===== src/rtl/textured_wall_column_mapper_macros.svh =====
`ifndef TEXTURED_WALL_COLUMN_MAPPER_MACROS_SVH
`define TEXTURED_WALL_COLUMN_MAPPER_MACROS_SVH

// Antecedent holds -> consequent holds in the same cycle.
`define TWCM_ASSERT_IMP(label, clk, rst_n, ante, cons, msg) \
  label: assert property (@(posedge clk) disable iff (!rst_n) (ante) |-> (cons)) \
    else $error(msg);

// Antecedent holds -> consequent holds in the next cycle.
`define TWCM_ASSERT_NEXT(label, clk, rst_n, ante, cons, msg) \
  label: assert property (@(posedge clk) disable iff (!rst_n) (ante) |=> (cons)) \
    else $error(msg);

// Invariant.
`define TWCM_ASSERT_ALWAYS(label, clk, rst_n, expr, msg) \
  label: assert property (@(posedge clk) disable iff (!rst_n) (expr)) \
    else $error(msg);

`endif


===== src/rtl/twcm_pkg.sv =====
`default_nettype none

package twcm_pkg;

  localparam int unsigned DEF_MAX_IMAGE_HEIGHT = 64;
  localparam int unsigned DEF_MAX_TEXTURE_SIZE = 256;

  localparam int unsigned IH_W       = 7;
  localparam int unsigned TW_W       = 9;
  localparam int unsigned TH_W       = 9;
  localparam int unsigned CFG_DATA_W = 9;
  localparam int unsigned CFG_ADDR_W = 2;

  localparam int unsigned COL_W  = 8;
  localparam int unsigned LH_W   = 12;
  localparam int unsigned SGN_W  = 2;
  localparam int unsigned FRAC_W = 16;
  localparam int unsigned ROW_W  = 6;
  localparam int unsigned TEX_W  = 8;
  localparam int unsigned SEL_W  = 2;

  localparam int unsigned FRAC_BITS = 16;
  localparam int unsigned STEP_W    = TH_W + FRAC_BITS;
  localparam int unsigned OFS_W     = LH_W - 1;
  localparam int unsigned POS_W     = OFS_W + STEP_W + 1;
  localparam int unsigned DIV_CNT_W = $clog2(STEP_W + 1);

  typedef enum logic [CFG_ADDR_W-1:0] {
    REG_IMAGE_HEIGHT   = 2'd0,
    REG_TEXTURE_WIDTH  = 2'd1,
    REG_TEXTURE_HEIGHT = 2'd2
  } cfg_reg_e;

  typedef enum logic [SGN_W-1:0] {
    SIGN_NEG  = 2'd0,
    SIGN_ZERO = 2'd1,
    SIGN_POS  = 2'd2
  } sign_e;

  typedef enum logic [SEL_W-1:0] {
    TEX_WEST  = 2'd0,
    TEX_EAST  = 2'd1,
    TEX_NORTH = 2'd2,
    TEX_SOUTH = 2'd3
  } tex_sel_e;

  typedef struct packed {
    logic [COL_W-1:0]  column_x;
    logic [LH_W-1:0]   line_height;
    logic              hit_side;
    logic [SGN_W-1:0]  dir_x_sign;
    logic [SGN_W-1:0]  dir_y_sign;
    logic [FRAC_W-1:0] wall_frac;
  } in_beat_t;

  typedef struct packed {
    logic [COL_W-1:0] out_column;
    logic [ROW_W-1:0] row_y;
    logic [SEL_W-1:0] texture_select;
    logic [TEX_W-1:0] texel_x;
    logic [TEX_W-1:0] texel_y;
    logic             last;
  } out_beat_t;

  typedef struct packed {
    logic [SEL_W-1:0] sel;
    logic [TEX_W-1:0] texel_x;
    logic [ROW_W-1:0] start_row;
    logic [ROW_W-1:0] end_row;
    logic [OFS_W-1:0] offset;
    logic [LH_W-1:0]  line_height;
    logic [TH_W-1:0]  tex_h;
  } geom_t;

endpackage

`default_nettype wire


===== src/rtl/twcm_geom.sv =====
`default_nettype none

module twcm_geom #(
  parameter int unsigned MAX_IMAGE_HEIGHT = twcm_pkg::DEF_MAX_IMAGE_HEIGHT,
  parameter int unsigned MAX_TEXTURE_SIZE = twcm_pkg::DEF_MAX_TEXTURE_SIZE
) (
  input  twcm_pkg::in_beat_t               in_i,
  input  logic [twcm_pkg::IH_W-1:0]        image_height_i,
  input  logic [twcm_pkg::TW_W-1:0]        texture_width_i,
  input  logic [twcm_pkg::TH_W-1:0]        texture_height_i,
  output twcm_pkg::geom_t                  geom_o
);
  import twcm_pkg::*;

  logic [IH_W-1:0]          ih, ih_m1;
  logic [TW_W-1:0]          tw, tx_raw, tx_mir;
  logic [TH_W-1:0]          th;
  logic [LH_W-1:0]          lh;
  logic [ROW_W-1:0]         hh;
  logic [OFS_W-1:0]         hl;
  logic [LH_W-1:0]          span_sum;
  logic [FRAC_W+TW_W-1:0]   tx_prod;
  logic                     hh_gt, xpos, xneg, ypos, yneg, mirror;
  tex_sel_e                 sel;

  always_comb begin
    if (image_height_i == '0) begin
      ih = IH_W'(1);
    end else if (image_height_i > IH_W'(MAX_IMAGE_HEIGHT)) begin
      ih = IH_W'(MAX_IMAGE_HEIGHT);
    end else begin
      ih = image_height_i;
    end
    if (texture_width_i == '0) begin
      tw = TW_W'(1);
    end else if (texture_width_i > TW_W'(MAX_TEXTURE_SIZE)) begin
      tw = TW_W'(MAX_TEXTURE_SIZE);
    end else begin
      tw = texture_width_i;
    end
    if (texture_height_i == '0) begin
      th = TH_W'(1);
    end else if (texture_height_i > TH_W'(MAX_TEXTURE_SIZE)) begin
      th = TH_W'(MAX_TEXTURE_SIZE);
    end else begin
      th = texture_height_i;
    end
  end

  assign lh = (in_i.line_height == '0) ? LH_W'(1) : in_i.line_height;

  // sign code 3 counts as positive
  assign xpos = (in_i.dir_x_sign != SIGN_NEG) && (in_i.dir_x_sign != SIGN_ZERO);
  assign xneg = (in_i.dir_x_sign == SIGN_NEG);
  assign ypos = (in_i.dir_y_sign != SIGN_NEG) && (in_i.dir_y_sign != SIGN_ZERO);
  assign yneg = (in_i.dir_y_sign == SIGN_NEG);

  always_comb begin
    priority if (!in_i.hit_side && xpos) begin
      sel = TEX_WEST;
    end else if (!in_i.hit_side && xneg) begin
      sel = TEX_EAST;
    end else if (in_i.hit_side && ypos) begin
      sel = TEX_NORTH;
    end else begin
      sel = TEX_SOUTH;
    end
  end

  assign geom_o.sel = sel;

  assign mirror  = (!in_i.hit_side && xpos) || (in_i.hit_side && yneg);
  assign tx_prod = in_i.wall_frac * tw;
  assign tx_raw  = tx_prod[FRAC_W+TW_W-1:FRAC_W];
  assign tx_mir  = tw - tx_raw - TW_W'(1);
  assign geom_o.texel_x = mirror ? tx_mir[TEX_W-1:0] : tx_raw[TEX_W-1:0];

  assign hh       = ih[IH_W-1:1];
  assign hl       = lh[LH_W-1:1];
  assign hh_gt    = {{(OFS_W-ROW_W){1'b0}}, hh} > hl;
  assign span_sum = {{(LH_W-ROW_W){1'b0}}, hh} + {1'b0, hl};
  assign ih_m1    = ih - IH_W'(1);

  assign geom_o.start_row = hh_gt ? (hh - hl[ROW_W-1:0]) : '0;
  assign geom_o.offset    = hh_gt ? '0 : (hl - {{(OFS_W-ROW_W){1'b0}}, hh});
  assign geom_o.end_row   = (span_sum >= {{(LH_W-IH_W){1'b0}}, ih}) ? ih_m1[ROW_W-1:0]
                                                                      : span_sum[ROW_W-1:0];
  assign geom_o.line_height = lh;
  assign geom_o.tex_h       = th;

endmodule

`default_nettype wire


===== src/rtl/twcm_div.sv =====
`default_nettype none

module twcm_div (
  input  logic                          clk_i,
  input  logic                          rst_ni,
  input  logic                          start_i,
  input  logic [twcm_pkg::TH_W-1:0]     tex_h_i,
  input  logic [twcm_pkg::LH_W-1:0]     divisor_i,
  output logic                          busy_o,
  output logic [twcm_pkg::STEP_W-1:0]   quot_o
);
  import twcm_pkg::*;

  logic [DIV_CNT_W-1:0] cnt_q, cnt_d;
  logic [LH_W-1:0]      rem_q, rem_d, div_q;
  logic [STEP_W-1:0]    dq_q, dq_d;
  logic [LH_W:0]        trial;
  logic [LH_W+1:0]      diff;
  logic                 fits;

  // restoring divide, one quotient bit per cycle
  assign trial = {rem_q, dq_q[STEP_W-1]};
  assign diff  = {1'b0, trial} - {2'b00, div_q};
  assign fits  = !diff[LH_W+1];

  always_comb begin
    cnt_d = cnt_q;
    rem_d = rem_q;
    dq_d  = dq_q;
    if (start_i) begin
      cnt_d = DIV_CNT_W'(STEP_W);
      rem_d = '0;
      dq_d  = {tex_h_i, {FRAC_BITS{1'b0}}};
    end else if (cnt_q != '0) begin
      cnt_d = cnt_q - DIV_CNT_W'(1);
      rem_d = fits ? diff[LH_W-1:0] : trial[LH_W-1:0];
      dq_d  = {dq_q[STEP_W-2:0], fits};
    end
  end

  always_ff @(posedge clk_i or negedge rst_ni) begin
    if (!rst_ni) begin
      cnt_q <= '0;
    end else begin
      cnt_q <= cnt_d;
    end
  end

  always_ff @(posedge clk_i) begin
    rem_q <= rem_d;
    dq_q  <= dq_d;
    if (start_i) begin
      div_q <= divisor_i;
    end
  end

  assign busy_o = (cnt_q != '0);
  assign quot_o = dq_q;

endmodule

`default_nettype wire


===== src/rtl/textured_wall_column_mapper.sv =====
// Channel | Direction | Handshake               | Payload
// in      | input     | in_valid_i / in_ready_o | in_data_i (in_beat_t), one column
// out     | output    | out_valid_o/out_ready_i | out_data_o (out_beat_t), one row
// cfg     | input     | cfg_we_i, no wait       | cfg_addr_i, cfg_wdata_i
//
// Each column is an accept, the bit-serial step divider (25 quotient bits and the
// hand-off), the start-offset multiply, then one row beat per cycle while
// out_ready_i is high, for the rows drawn (1..64). in_ready_o is high only between
// columns; a pending last beat does not block it. A stall on out_ready_i holds the
// row sequencer.
// Reset clears control state and loads the register reset values; no clearing pass.
`default_nettype none

module textured_wall_column_mapper #(
  parameter int unsigned MAX_IMAGE_HEIGHT = twcm_pkg::DEF_MAX_IMAGE_HEIGHT,
  parameter int unsigned MAX_TEXTURE_SIZE = twcm_pkg::DEF_MAX_TEXTURE_SIZE
) (
  input  logic                              clk_i,
  input  logic                              rst_ni,
  input  logic                              in_valid_i,
  output logic                              in_ready_o,
  input  twcm_pkg::in_beat_t                in_data_i,
  output logic                              out_valid_o,
  input  logic                              out_ready_i,
  output twcm_pkg::out_beat_t               out_data_o,
  input  logic                              cfg_we_i,
  input  logic [twcm_pkg::CFG_ADDR_W-1:0]   cfg_addr_i,
  input  logic [twcm_pkg::CFG_DATA_W-1:0]   cfg_wdata_i
);
  import twcm_pkg::*;
  `include "textured_wall_column_mapper_macros.svh"

  typedef enum logic [3:0] {
    S_IDLE = 4'b0001,
    S_DIV  = 4'b0010,
    S_MUL  = 4'b0100,
    S_EMIT = 4'b1000
  } state_e;

  state_e                 state_q, state_d;
  logic [IH_W-1:0]        ih_reg_q;
  logic [TW_W-1:0]        tw_reg_q;
  logic [TH_W-1:0]        th_reg_q;
  geom_t                  geom, geom_q;
  logic [COL_W-1:0]       col_q;
  logic [ROW_W-1:0]       y_q;
  logic [POS_W-1:0]       pos_q;
  logic [STEP_W-1:0]      step_q, quot;
  logic [OFS_W+STEP_W-1:0] ofs_prod;
  logic [POS_W-FRAC_BITS-1:0] ty_full;
  logic [TH_W-1:0]        ty;
  logic                   div_busy, accept, load, last_row;
  logic                   out_valid_q;
  out_beat_t              out_q;

  always_ff @(posedge clk_i or negedge rst_ni) begin
    if (!rst_ni) begin
      ih_reg_q <= IH_W'(64);
      tw_reg_q <= TW_W'(64);
      th_reg_q <= TH_W'(64);
    end else if (cfg_we_i) begin
      if (cfg_addr_i == REG_IMAGE_HEIGHT) begin
        ih_reg_q <= cfg_wdata_i[IH_W-1:0];
      end
      if (cfg_addr_i == REG_TEXTURE_WIDTH) begin
        tw_reg_q <= cfg_wdata_i[TW_W-1:0];
      end
      if (cfg_addr_i == REG_TEXTURE_HEIGHT) begin
        th_reg_q <= cfg_wdata_i[TH_W-1:0];
      end
    end
  end

  twcm_geom #(
    .MAX_IMAGE_HEIGHT (MAX_IMAGE_HEIGHT),
    .MAX_TEXTURE_SIZE (MAX_TEXTURE_SIZE)
  ) u_geom (
    .in_i             (in_data_i),
    .image_height_i   (ih_reg_q),
    .texture_width_i  (tw_reg_q),
    .texture_height_i (th_reg_q),
    .geom_o           (geom)
  );

  assign in_ready_o = (state_q == S_IDLE);
  assign accept     = in_valid_i && in_ready_o;

  twcm_div u_div (
    .clk_i     (clk_i),
    .rst_ni    (rst_ni),
    .start_i   (accept),
    .tex_h_i   (geom.tex_h),
    .divisor_i (geom.line_height),
    .busy_o    (div_busy),
    .quot_o    (quot)
  );

  assign ofs_prod = geom_q.offset * step_q;

  assign ty_full  = pos_q[POS_W-1:FRAC_BITS];
  assign ty       = (ty_full >= (POS_W-FRAC_BITS)'(geom_q.tex_h))
                    ? (geom_q.tex_h - TH_W'(1)) : ty_full[TH_W-1:0];
  assign last_row = (y_q == geom_q.end_row);
  assign load     = (state_q == S_EMIT) && (!out_valid_q || out_ready_i);

  always_comb begin
    state_d = state_q;
    unique case (state_q)
      S_IDLE: if (accept) state_d = S_DIV;
      S_DIV:  if (!div_busy) state_d = S_MUL;
      S_MUL:  state_d = S_EMIT;
      S_EMIT: if (load && last_row) state_d = S_IDLE;
      default: state_d = S_IDLE;
    endcase
  end

  always_ff @(posedge clk_i or negedge rst_ni) begin
    if (!rst_ni) begin
      state_q     <= S_IDLE;
      out_valid_q <= 1'b0;
    end else begin
      state_q <= state_d;
      if (load) begin
        out_valid_q <= 1'b1;
      end else if (out_ready_i) begin
        out_valid_q <= 1'b0;
      end
    end
  end

  always_ff @(posedge clk_i) begin
    if (accept) begin
      geom_q <= geom;
      col_q  <= in_data_i.column_x;
    end
    if ((state_q == S_DIV) && !div_busy) begin
      step_q <= quot;
    end
    if (state_q == S_MUL) begin
      pos_q <= {1'b0, ofs_prod};
      y_q   <= geom_q.start_row;
    end else if (load) begin
      pos_q <= pos_q + {{(POS_W-STEP_W){1'b0}}, step_q};
      y_q   <= y_q + ROW_W'(1);
    end
    if (load) begin
      out_q.out_column     <= col_q;
      out_q.row_y          <= y_q;
      out_q.texture_select <= geom_q.sel;
      out_q.texel_x        <= geom_q.texel_x;
      out_q.texel_y        <= ty[TEX_W-1:0];
      out_q.last           <= last_row;
    end
  end

  assign out_valid_o = out_valid_q;
  assign out_data_o  = out_q;

  `TWCM_ASSERT_ALWAYS(a_state_onehot, clk_i, rst_ni, $onehot(state_q), "state not one-hot")
  `TWCM_ASSERT_NEXT(a_accept_div, clk_i, rst_ni, accept, (state_q == S_DIV) && div_busy,
                    "divider not started on accept")
  `TWCM_ASSERT_IMP(a_row_in_span, clk_i, rst_ni, state_q == S_EMIT,
                   (y_q >= geom_q.start_row) && (y_q <= geom_q.end_row), "row left the span")
  `TWCM_ASSERT_NEXT(a_last_idle, clk_i, rst_ni, load && last_row,
                    (state_q == S_IDLE) && out_valid_q && out_q.last, "last beat not closing")

endmodule

`default_nettype wire


===== config.mk =====
export PLATFORM = sky130hd
export DESIGN_NAME = textured_wall_column_mapper
export DESIGN_NICKNAME = d
export VERILOG_FILES = /design/src/rtl/twcm_pkg.sv /design/src/rtl/twcm_geom.sv /design/src/rtl/twcm_div.sv /design/src/rtl/textured_wall_column_mapper.sv
export VERILOG_INCLUDE_DIRS = /design/src /design/src/rtl
export SDC_FILE = /design/constraint.sdc
export NUM_CORES = 1
export LEC_CHECK = 0
export BUFFER_PORTS_ARGS = -buffer_cell sky130_fd_sc_hd__buf_2
export CELL_PAD_IN_SITES_DETAIL_PLACEMENT = 1
export CELL_PAD_IN_SITES_GLOBAL_PLACEMENT = 2
export CORE_MARGIN = 2
export CORE_UTILIZATION = 45
export DETAILED_ROUTE_END_ITERATION = 16
export HOLD_SLACK_MARGIN = 0.02
export PLACE_DENSITY = 0.94
export SETUP_SLACK_MARGIN = 0.02
export SKIP_CTS_REPAIR_TIMING = 1
export SYNTH_ARGS = -nofsm -noshare
export SYNTH_HDL_FRONTEND = slang
export SYNTH_HIERARCHICAL = 1
export SYNTH_SLANG_ARGS = --single-unit

===== constraint.sdc =====
create_clock -name clk_i -period 21.1 [get_ports clk_i]
set_input_delay 1.055 -clock clk_i [delete_from_list [all_inputs] [get_ports clk_i]]
set_output_delay 1.055 -clock clk_i [all_outputs]
set_load 0.01 [all_outputs]

* Yosys cells after proc, flatten, opt, wreduce, memory -nomap -nowiden
Index checks and enable logic that the tools add are counted.
Operators by class: add/sub/neg operators 11, multiply operators 2, magnitude comparators 6, eq/ne operators 12, mux-type cells 27, reduce and logical (&&, ||, !) cells 34
Operators by type and width (number):
- 36-bit two-way mux | 2
- 25-bit two-way mux | 2
- 37-bit by 25-bit adder with 37-bit output | 1
- 11-bit by 25-bit multiplier with 36-bit output | 1
- 9-bit two-way mux | 4
- 16-bit by 9-bit multiplier with 24-bit output | 1
- 12-bit two-way mux | 2
- 21-bit by 9-bit greater-or-equal comparator with 1-bit output | 1
- 9-bit greater-than comparator, second input constant | 2
- 9-bit logical NOT | 2
- 6-bit two-way mux | 3
- 8-bit two-way mux | 2
- 4-bit one-hot mux with 4 select lines | 1
- 8-bit by 1-bit subtractor with 8-bit output, second input constant | 2
- 7-bit two-way mux | 2
- 13-bit by 12-bit subtractor with 14-bit output | 1
- 6-bit by 11-bit adder with 12-bit output | 1
- 12-bit by 7-bit greater-or-equal comparator with 1-bit output | 1
- 12-bit logical NOT | 1
- 4-bit two-way mux | 3
- 6-bit by 11-bit greater-than comparator with 1-bit output | 1
- 11-bit by 6-bit subtractor with 11-bit output | 1
- 1-bit logical AND | 10
- 5-bit two-way mux | 2
- other kinds (25) | 43
Storage, ports and cells: bits in registers 235, bits of input ports 57, output and inout bits 35, logic and storage cells 121

* Depth between registers and ports, before layout
depth in word-level cells 7, mapped depth 27, mapped depth without buffers 26

* By module
Netlist, hierarchy kept.
By module, submodules not included:
- textured_wall_column_mapper | instances 1, cells each 1664, area each 17027.6 µm², sequential area each 5280.1 µm²
- twcm_geom | instances 1, cells each 703, area each 5790.6 µm², sequential area each 0.0 µm²
- twcm_div | instances 1, cells each 290, area each 2701.3 µm², sequential area each 1316.3 µm²

* Worst setup path before layout
OpenSTA, ideal clock, no wires.
path kind register to register, start register tw_reg_q[5], end register geom_q[51] (netlist bit), data pin, setup time 258 ps, arrival time 6833 ps, slack 14010 ps, cell stages (with the launch flop) 26, path buffers 1, clock period less this slack 7090 ps, cell sequence dfrtp_1 -> or4_4 -> o22ai_4 -> clkbuf_1 -> nand2_1 -> fa_1 -> inv_1 -> fa_1 -> fa_1 -> inv_1 -> fa_1 -> inv_1 -> ha_1 -> a21oi_2 -> o221ai_2 -> a211oi_1 -> a2111oi_2 -> o31a_1 -> or3_1 -> and2_1 -> xnor2_1 -> ha_1 -> or4_1 -> a211o_1 -> o311a_1 -> xnor2_1
RTL lines:
- start, declared | line textured_wall_column_mapper.sv:42 | logic [TW_W-1:0] tw_reg_q;
- start signal, assigned | line textured_wall_column_mapper.sv:66 | tw_reg_q <= cfg_wdata_i[TW_W-1:0];
- end signal, assigned | line textured_wall_column_mapper.sv:133 | geom_q <= geom;
- end, declared | line textured_wall_column_mapper.sv:44 | geom_t geom, geom_q;

==> metrics.cfg <==
[sta]
hold_ws_ns = 0.4135
min_period_ns = 8.107
fin_setup_tns_ns = 0
hold_viol = 0
finalMaxSlewViolations = 0
worst_slew_pin_slew_ns = 1.163
setup_viol = 0
fmax_mhz = 123.4
timing.final.crit_share = 0.3842
fin_worst_skew_ns = 0.02966
rsz0062_at_grt = false
max_slew_margin = 0.2245

[finish]
antennaDiodeCount = 0
nets = 3232
area_growth_pct = 7.948
drive_gt1_frac = 0.08791

[synthesis]
yosysTopAreaCell = fa_1
synth_top_cells_by_count = 393 x inv_1, 367 x nand2_1, 309 x fa_1
syn_area_per_cell_sq_um = 9.605
synth.area.top_cells = fa_1 24%, edfxtp_1 20%, ha_1 9.5%
yosysTopAreaCellShare = 0.2424
netlist_instances = 2657
ys.flop_type = edfxtp_1
yosysSeqAreaShare = 0.2585
synth_cell_types = 84
synth.most_common_cell = inv_1
syn-num-nets = 3216
yosysWarnings = 6
synthesis.area_sq_um = 25520
ys_ff_latch = 235
synthArstFlopShare = 0.1489
synth_edf_count = 171

[global_routing]
grt_usage = 0.2412
grt_start_max_net_pins = 83
grt_pass1_wl_um = 113800
overflow = 0
grt_pass1_vias = 21344
antenna_found_initial = 3

[routing]
ant_nets = 0
viasPerCell = 5.506
dr_total_vias = 19007
detail_route.wl_per_cell_um = 20.27
detail_route.first_pass.iterations = 5
wl_um = 69970
dr.first_iter.drc_count = 916
drc = 0

[clocking]
numCtsBuffers = 29
clock_sinks = 235
cts.path.max_buffers = 3
cts.reportedPaths.clkPinSlew_ns = 0.06
clk_latency_ns = 0.59
cts_tree = yes
cts_max_level = 1
cts_root_buf = clkbuf_16

[floorplanning]
core_sq_um = 56280
rows = 87
die_h_um = 242.1
num_io_pins = 92
start_util = 0.4535
die_w_um = 242.1
dieArea_sq_um = 58630

[worst_setup_path]
criticalPathCategory = reg2reg
r2r-end = geom_q[51]
ff2ff_path_depth = 24
crit_slowest_cell = dfrtp_1
worstReg2RegStart = tw_reg_q[8]
critPathMaxStageDelay_ns = 0.77
path_cells = or4_4 -> o22ai_4 -> nand2_1 -> fa_1 -> inv_1 -> fa_1 -> fa_1 -> inv_1 -> fa_1 -> inv_1 -> ha_1 -> a21oi_1 -> o221ai_2 -> a211oi_1 -> a2111oi_2 -> o31a_1 -> or3_1 -> and2_1 -> xnor2_1 -> ha_1 -> or3_1 -> a31o_2 -> o311a_1 -> xnor2_1
crit_top_cell = fa_1
start_kind = flip-flop
crit_path_end = geom_q[51]
critPathArrivalTime_ns = 8.44
required_ns = 21.44
critPathLaunch = tw_reg_q[8]
cp_num_buf_inv = 3
end_kind = flip-flop
r2r_slack_ns = 12.99
critPathMaxFanout = 27
cp.depth = 24
critical-path-top-delay-family = adder cells

[placed_design]
dp_hpwl_um = 54000
io_buffer_count = 91
gp_congestion = 0.8831

[status]
status = completed

[min_path]
min-delay-path-class = reg2reg
hp-start = geom_q[52]

[run]
max_cap_viol_count = 0

==> per-layer routing <==
metal | vias up | part of all wire | track usage
li1 | 8667 | - | -
met1 | 9850 | 0.44 | 0.3143
met2 | 376 | 0.49 | 0.4206
met3 | 114 | 0.043 | 0.03357
met4 | 0 | 0.025 | 0.06590
met5 | - | 0 | 0
==> kinds of logic (layout without fill, tap and decap cells) <==
logic type / after synthesis / after routing / share of synthesized area
simple gates: 853 / 853 / 0.1618
mux: 60 / 60 / 0.02643
flops: 235 / 235 / 0.2585
buf+inv: 516 / 555 / 0.07639
compound gates: 380 / 380 / 0.1018
xor+xnor: 111 / 111 / 0.03810
fa+ha+maj: 502 / 502 / 0.3370
==> metrics by stage <==
step / cells / util / area [sq um] / setup slack, ns
global route: 3452 / 0.4895 / 27550 / 12.60
floorplan: 2657 / - / 25520 / 14.01
CTS: 3452 / 0.4895 / 27550 / 13.03
detailed placement: 3398 / 0.4728 / 26610 / 13.10
global placement: 3398 / 0.4728 / 26610 / 13.38
finish: 3452 / 0.4895 / 27550 / 12.99
==> sequential cells by signal, indices dropped and copies added (netlist names) <==
name	count
u_div/quot_o	25
step_q	25
pos_q	37
ih_reg_q	7
u_div/rem_q	12
tw_reg_q	9
out_data_o	33
u_div/div_q	12
state_q	4
geom_q	42
u_div/cnt_q	5
col_q	8
out_valid_o	1
y_q	6
th_reg_q	9
==> worst min path at each step <==
stage,endpoint,slack (ns),cells after the start
2_1_floorplan,out_data_o[10],0.40,0
3_3_place_gp,out_data_o[29],0.40,0
3_5_place_dp,out_data_o[17],0.41,0
4_1_cts,out_data_o[17],0.42,0
5_1_grt,out_data_o[31],0.42,0
6_report,out_data_o[17],0.41,0
==> placed cells by master, fill, tap and decap left out, types with 10 or more instances in the layout <==
cell type	n
o21a_1	10
ha_1	193
fa_1	309
buf_4	17
and2_1	197
and3_1	10
o21ai_0	69
nor3_1	28
nor2b_1	28
edfxtp_1	171
a21oi_1	112
o21bai_1	13
dfxtp_1	29
a211oi_1	21
clkbuf_16	29
nand2b_1	20
a31oi_1	11
nor2_1	110
nand3_1	29
mux2i_1	22
inv_1	393
nand2_1	367
xnor2_1	67
buf_2	91
mux2_2	31
o31ai_1	11
xor2_1	44
a21o_1	46
dfrtp_1	31
==> cell type report <==
| cell class | instances | area [sq um] |
|---|---|---|
| clock buffer | 36 | 782.0 |
| clock inverter | 18 | 158.9 |
| fill | 6418 | 28730 |
| inverter | 393 | 1475 |
| multi-input combinational | 1906 | 17010 |
| sequential | 235 | 6596 |
| tap | 756 | 945.9 |
| timing repair buffer | 108 | 583.1 |
Power is not shown: default switching activity piles up to over one toggle a cycle in this logic, so the estimate is an artifact.
